--- src/sacq_pkg.sv ---
// Shared constants, types and helpers of the set-associative cache model.
package sacq_pkg;

    localparam int MAX_SETS  = 64;
    localparam int MAX_WAYS  = 8;
    localparam int ADDR_W    = 64;
    localparam int SET_W     = $clog2(MAX_SETS);
    localparam int WAY_W     = $clog2(MAX_WAYS);
    localparam int WAYS_W    = 4;
    localparam int SB_W      = 3;
    localparam int BB_W      = 5;
    localparam int CFG_IDX_W = 2;
    localparam int CFG_DAT_W = 8;
    localparam int CNT_W     = 32;
    localparam int SHIFT_W   = 6;

    typedef enum logic [1:0] {
        CMD_LOAD   = 2'd0,
        CMD_STORE  = 2'd1,
        CMD_MODIFY = 2'd2,
        CMD_IFETCH = 2'd3
    } cmd_t;

    typedef enum logic [CFG_IDX_W-1:0] {
        REG_SET_BITS   = 2'd0,
        REG_BLOCK_BITS = 2'd1,
        REG_WAYS       = 2'd2,
        REG_UNUSED     = 2'd3
    } reg_idx_t;

    typedef enum logic [1:0] {
        ST_IDLE = 2'd0,
        ST_READ = 2'd1,
        ST_LOOK = 2'd2
    } back_state_t;

    typedef struct packed {
        logic [SB_W-1:0]   set_bits;
        logic [BB_W-1:0]   block_bits;
        logic [WAYS_W-1:0] ways;
    } cfg_t;

    typedef struct packed {
        logic              modify;
        logic [SET_W-1:0]  set_idx;
        logic [ADDR_W-1:0] tag;
    } req_t;

    // Queue head as seen by the back end.
    typedef struct packed {
        logic valid;
        req_t req;
    } head_t;

    // Ways in use: zero counts as one, large values saturate.
    function automatic logic [WAYS_W-1:0] eff_ways(input logic [WAYS_W-1:0] w);
        logic [WAYS_W-1:0] r;
        r = w;
        if (w == '0)
        begin
            r = WAYS_W'(1);
        end
        else if (w > WAYS_W'(MAX_WAYS))
        begin
            r = WAYS_W'(MAX_WAYS);
        end
        return r;
    endfunction

endpackage

--- src/sacq_ifs.sv ---
// Handshake interfaces of the request, result and configuration channels.
interface sacq_req_if;
    logic                           valid;
    logic                           ready;
    logic [1:0]                     cmd;
    logic [sacq_pkg::ADDR_W-1:0]    address;
    modport source (output valid, output cmd, output address, input ready);
    modport sink (input valid, input cmd, input address, output ready);
endinterface


--- src/sacq_front.sv ---
// Front end: splits the address into set and tag and queues the accesses.
module sacq_front (
    input  logic                clk,
    input  logic                rst_n,
    sacq_req_if.sink            req,
    input  sacq_pkg::cfg_t      cfg,
    output sacq_pkg::head_t     head,
    input  logic                pop
);
    import sacq_pkg::*;

    localparam int DEPTH = 2;

    req_t              ent_reg [DEPTH];
    logic              wr_ptr_reg;
    logic              rd_ptr_reg;
    logic [1:0]        count_reg;
    logic [1:0]        count_next;
    logic              push;
    logic              do_pop;
    logic [SB_W+3:0]   set_mask;
    logic [ADDR_W-1:0] line_addr;
    req_t              new_req;

    always_comb
    begin
        set_mask  = (SB_W+4)'((SB_W+4)'(1) << cfg.set_bits) - (SB_W+4)'(1);
        line_addr = req.address >> cfg.block_bits;
        new_req.modify  = (req.cmd == CMD_MODIFY);
        new_req.set_idx = line_addr[SET_W-1:0] & set_mask[SET_W-1:0];
        new_req.tag     = req.address >> (SHIFT_W'(cfg.set_bits) + SHIFT_W'(cfg.block_bits));
    end

    assign req.ready = (count_reg != 2'(DEPTH));
    // Instruction fetches are accepted but make no access.
    assign push      = req.valid && req.ready && (req.cmd != CMD_IFETCH);
    assign do_pop    = pop && (count_reg != '0);
    assign head.valid = (count_reg != '0);
    assign head.req   = ent_reg[rd_ptr_reg];

    always_comb
    begin
        count_next = count_reg;
        if (push && !do_pop)
        begin
            count_next = count_reg + 2'd1;
        end
        else if (!push && do_pop)
        begin
            count_next = count_reg - 2'd1;
        end
    end

    always_ff @(posedge clk or negedge rst_n)
    begin
        if (!rst_n)
        begin
            wr_ptr_reg <= 1'b0;
            rd_ptr_reg <= 1'b0;
            count_reg  <= '0;
        end
        else
        begin
            count_reg <= count_next;
            if (push)
            begin
                wr_ptr_reg <= !wr_ptr_reg;
            end
            if (do_pop)
            begin
                rd_ptr_reg <= !rd_ptr_reg;
            end
        end
    end

    always_ff @(posedge clk)
    begin
        if (push)
        begin
            ent_reg[wr_ptr_reg] <= new_req;
        end
    end

endmodule

--- src/flat_wrapper.sv ---
// flat-port wrapper written by rule: the top's interface ports become plain ports
module sacq_front_flat import sacq_pkg::*;
  (clk, rst_n, cfg, head, pop, req_valid, req_cmd, req_address, req_ready);
  sacq_req_if req_i ();
  input  logic clk;
  input  logic rst_n;
  input  sacq_pkg::cfg_t cfg;
  output sacq_pkg::head_t head;
  input  logic pop;
  input wire logic [$bits(req_i.valid)-1:0] req_valid;
  input wire logic [$bits(req_i.cmd)-1:0] req_cmd;
  input wire logic [$bits(req_i.address)-1:0] req_address;
  output wire logic [$bits(req_i.ready)-1:0] req_ready;
  assign req_i.valid = req_valid;
  assign req_i.cmd = req_cmd;
  assign req_i.address = req_address;
  assign req_ready = req_i.ready;
  sacq_front u_core (.clk(clk), .rst_n(rst_n), .req(req_i), .cfg(cfg), .head(head), .pop(pop));
endmodule
--- config.mk ---
export PLATFORM = sky130hd
export DESIGN_NAME = sacq_front_flat
export DESIGN_NICKNAME = d
export VERILOG_FILES = /design/src/sacq_pkg.sv /design/src/sacq_ifs.sv /design/src/sacq_front.sv /design/src/flat_wrapper.sv
export SDC_FILE = /design/constraint.sdc
export NUM_CORES = 1
export LEC_CHECK = 0
export CAP_MARGIN = 40
export CORE_UTILIZATION = 50
export CTS_CLUSTER_SIZE = 8
export DETAILED_ROUTE_END_ITERATION = 10
export DONT_BUFFER_PORTS = 1
export SYNTH_ARGS = -nofsm -noshare
export SYNTH_HDL_FRONTEND = slang
export SYNTH_SLANG_ARGS = --single-unit
--- constraint.sdc ---
create_clock -name clk -period 8.2 [get_ports clk]
set_input_delay 0.82 -clock clk [delete_from_list [all_inputs] [get_ports clk]]
set_output_delay 0.82 -clock clk [all_outputs]
set_load 0.02 [all_outputs]
==> results.py <==
metrics = {
    "outcome": {
        "outcome": "finished clean",
    },
    "timing": {
        "fin_crit_sh": 0.5462,
        "maxSlewViolCount": 0,
        "fin_setup_tns_ps": 0,
        "slew_headroom": 0.3331,
        "worst_pin_slew_ps": 984.7,
        "rsz0062_at_grt": "false",
        "fin_skew_ps": 9.067,
        "hold_violations": 0,
        "clock.fmax_ghz": 0.2233,
        "setup_viol": 0,
        "period_needed_ps": 4478,
    },
    "setup_path": {
        "crit_chain": "ha_4 > inv_1 > fa_4 > buf_4 > mux4_2 > nand2_1 > a211oi_1 > nor2_1 > o22ai_1 > or3_1",
        "critPathMaxFanout": 60,
        "setup.worst_path.start_class": "primary input",
        "critical_path_required_ps": 8330,
        "crit_arrival_ps": 4610,
        "worstSetupPathType": "primary input to flip-flop",
        "slowest_stage": "fa_4",
        "cp-end-kind": "flip-flop",
        "cp_slowest_stage_delay_ps": 1350,
    },
    "drt": {
        "vias": 7868,
        "drt_first_pass_iters": 5,
        "wl_per_cell_um": 26.14,
        "avgViaCountPerCell": 6.595,
        "drtIter0Drc": 644,
        "ant_nets": 0,
        "wl_mm": 31.19,
        "drc": 0,
    },
    "cts": {
        "path_clk_slew_ps": 60,
        "cts_setup_buffers": 0,
        "clockBufferDepth": 2,
        "cts_max_level": 4,
        "clock_latency_ps": 420,
        "root_buffer": "clkbuf_16",
        "cts_resized": 0,
        "cts_tree": "built",
        "cts-hold-fix-buffers": 0,
        "cts.sinks": 146,
        "cts_buffers": 17,
    },
    "cells_and_area": {
        "drive_gt1_frac": 0.2497,
        "final_core_util": 0.5532,
        "seq_area_mm2": 0.004365,
        "n_fill_cell": 1807,
        "multiInputGateArea_mm2": 0.006183,
        "final_cell_area_mm2": 0.01174,
        "final_nets": 992,
        "area_growth_pct": 7.309,
        "largest_reg_flops": 142,
    },
    "synthesis": {
        "syn_avg_cell_area_um2": 11.55,
        "syn-cell-area_mm2": 0.01094,
        "synth_flop_cell": "edfxtp_1",
        "ys_warn_count": 0,
        "post-synth-top-area-fraction": 0.3898,
        "synth_most_common_cell": "edfxtp_1",
        "synthCells": 947,
        "synth-seq-cells": 146,
        "syn_nets": 1035,
        "synthDistinctLibCells": 58,
        "synthTopCellsByCount": "edfxtp_1 (142), mux2i_1 (118), nand2_1 (100)",
        "async_flop_share": 0.02740,
        "synth_area_leaders": "edfxtp_1 (39%), mux4_2 (13%), mux2i_1 (11%)",
        "yosysSeqAreaShare": 0.3989,
        "synth_area_leader_cell": "edfxtp_1",
        "synth_edf_count": 142,
    },
    "floorplan": {
        "dieArea_mm2": 0.02247,
        "core_area_mm2": 0.02122,
        "start_util": 0.5155,
        "die_h_um": 149.9,
        "die_w_um": 149.9,
        "row_count": 53,
        "boundaryPins": 155,
    },
    "pwr": {
        "power.density_mw_per_mm2": 283.3,
        "irDropWorstVdd_mv": 0.1250,
        "p_leak_nw": 4.245,
    },
    "global_route": {
        "grt_max_degree": 61,
        "grt_pass1_wl_mm": 45.80,
        "grt_pass1_vias": 7459,
        "grt_overflow": 0,
        "antenna_found_initial": 0,
        "grt.total_usage": 0.2776,
    },
    "job": {
        "maxCapViolCount": 0,
    },
    "placed_design": {
        "hpwlAfterDp_mm": 23.68,
        "place_area_mm2": 0.01115,
        "port_buffers": 0,
        "place_congestion": 0.9474,
    },
    "hold_path": {
        "hp-class": "primary input to async pin",
    },
}
## cells in the final DEF, fill, tap and decap left out, drive strengths merged, types with 4 or more instances in the layout
cell type / n
a211o: 8
a211oi: 15
a21oi: 43
a221oi: 5
a22o: 7
a22oi: 7
and2: 20
and3: 7
buf: 21
clkbuf: 21
clkinv: 5
dfrtp: 4
edfxtp: 142
ha: 5
inv: 8
mux2: 101
mux2i: 118
mux4: 61
nand2: 101
nand3: 12
nor2: 63
nor2b: 5
nor3: 13
o211ai: 13
o21ai: 36
o22a: 4
o22ai: 16
or3: 5
xnor2: 6
xor2: 4
## final cells by class
cell class / count / area share
clock buffers: 21 / 0.03837
clock inverters: 11 / 0.01119
repair buffers: 21 / 0.02004
inverters: 7 / 0.002238
flip-flops and latches: 146 / 0.3719
well taps: 275 / 0.02931
multi-input cells: 711 / 0.5268
diodes: 1 / 0.0002132
## logic make-up (layout without fill, tap and decap cells)
group                      Yosys count  count (layout)  share of synthesized area
AOI/OAI and AO/OA                  173             173                     0.1043
and+or+nand+nor                    242             242                    0.09985
buffers and inverters               90              60                    0.04209
xor gates and xnor gates            10              10                   0.008693
other                                0               1                          0
DFF                                146             146                     0.3989
muxes                              280             280                     0.3386
adders and majority gates            6               6                   0.007549
## metrics by stage
step | hold slack [ps] | power [W] | cells | worst slack [ps]
2_1_floorplan | 455.9 | 0.002241 | 947 | 3715
3_3_place_gp | 473.4 | 0.002530 | 1154 | 3401
3_5_place_dp | 479.0 | 0.002587 | 1160 | 3355
4_1_cts | 75.10 | 0.003337 | 1192 | 3790
5_1_grt | 78.11 | 0.003468 | 1192 | 3591
6_report | 100.9 | 0.003326 | 1193 | 3722
## worst max-delay path, delay by kind of cell
kind	cells	cell delay, ps
compound gates	2	200
buf+inv	2	470
simple gates	3	920
fa+ha+maj	2	1470
mux	1	660
## final timing paths
kind	from	end	slack (ps)	cells past startpoint
min in group clk	u_core.count_reg[1]$_DFFE_PN0P_	u_core.count_reg[1]$_DFFE_PN0P_	500	1
min	rst_n	u_core.count_reg[0]$_DFFE_PN0P_	100	0
max	cfg[4]	u_core.ent_reg[0][0]$_DFFE_PP_	3720	10
min reg2reg	u_core.count_reg[1]$_DFFE_PN0P_	u_core.count_reg[1]$_DFFE_PN0P_	500	1
max in group asynchronous	rst_n	u_core.rd_ptr_reg$_DFFE_PN0P_	8020	0
max reg2reg	u_core.count_reg[0]$_DFFE_PN0P_	u_core.ent_reg[1][20]$_DFFE_PP_	6090	6
## where the power goes
group	internal [W]	switching [W]	total, W
clock network	0.000458	0.000286	0.000744
registers	0.00105	0.0000376	0.00108
logic	0.000545	0.000953	0.00150
## per-layer routing
layer	up-vias	routed length [µm]	global-route usage
li1	3592	-	-
met1	3923	13330	0.3676
met2	317	14960	0.4544
met3	36	2429	0.06159
met4	0	465	0.08384
met5	-	0	0
Note: power is estimated with default switching activity, not from simulation.
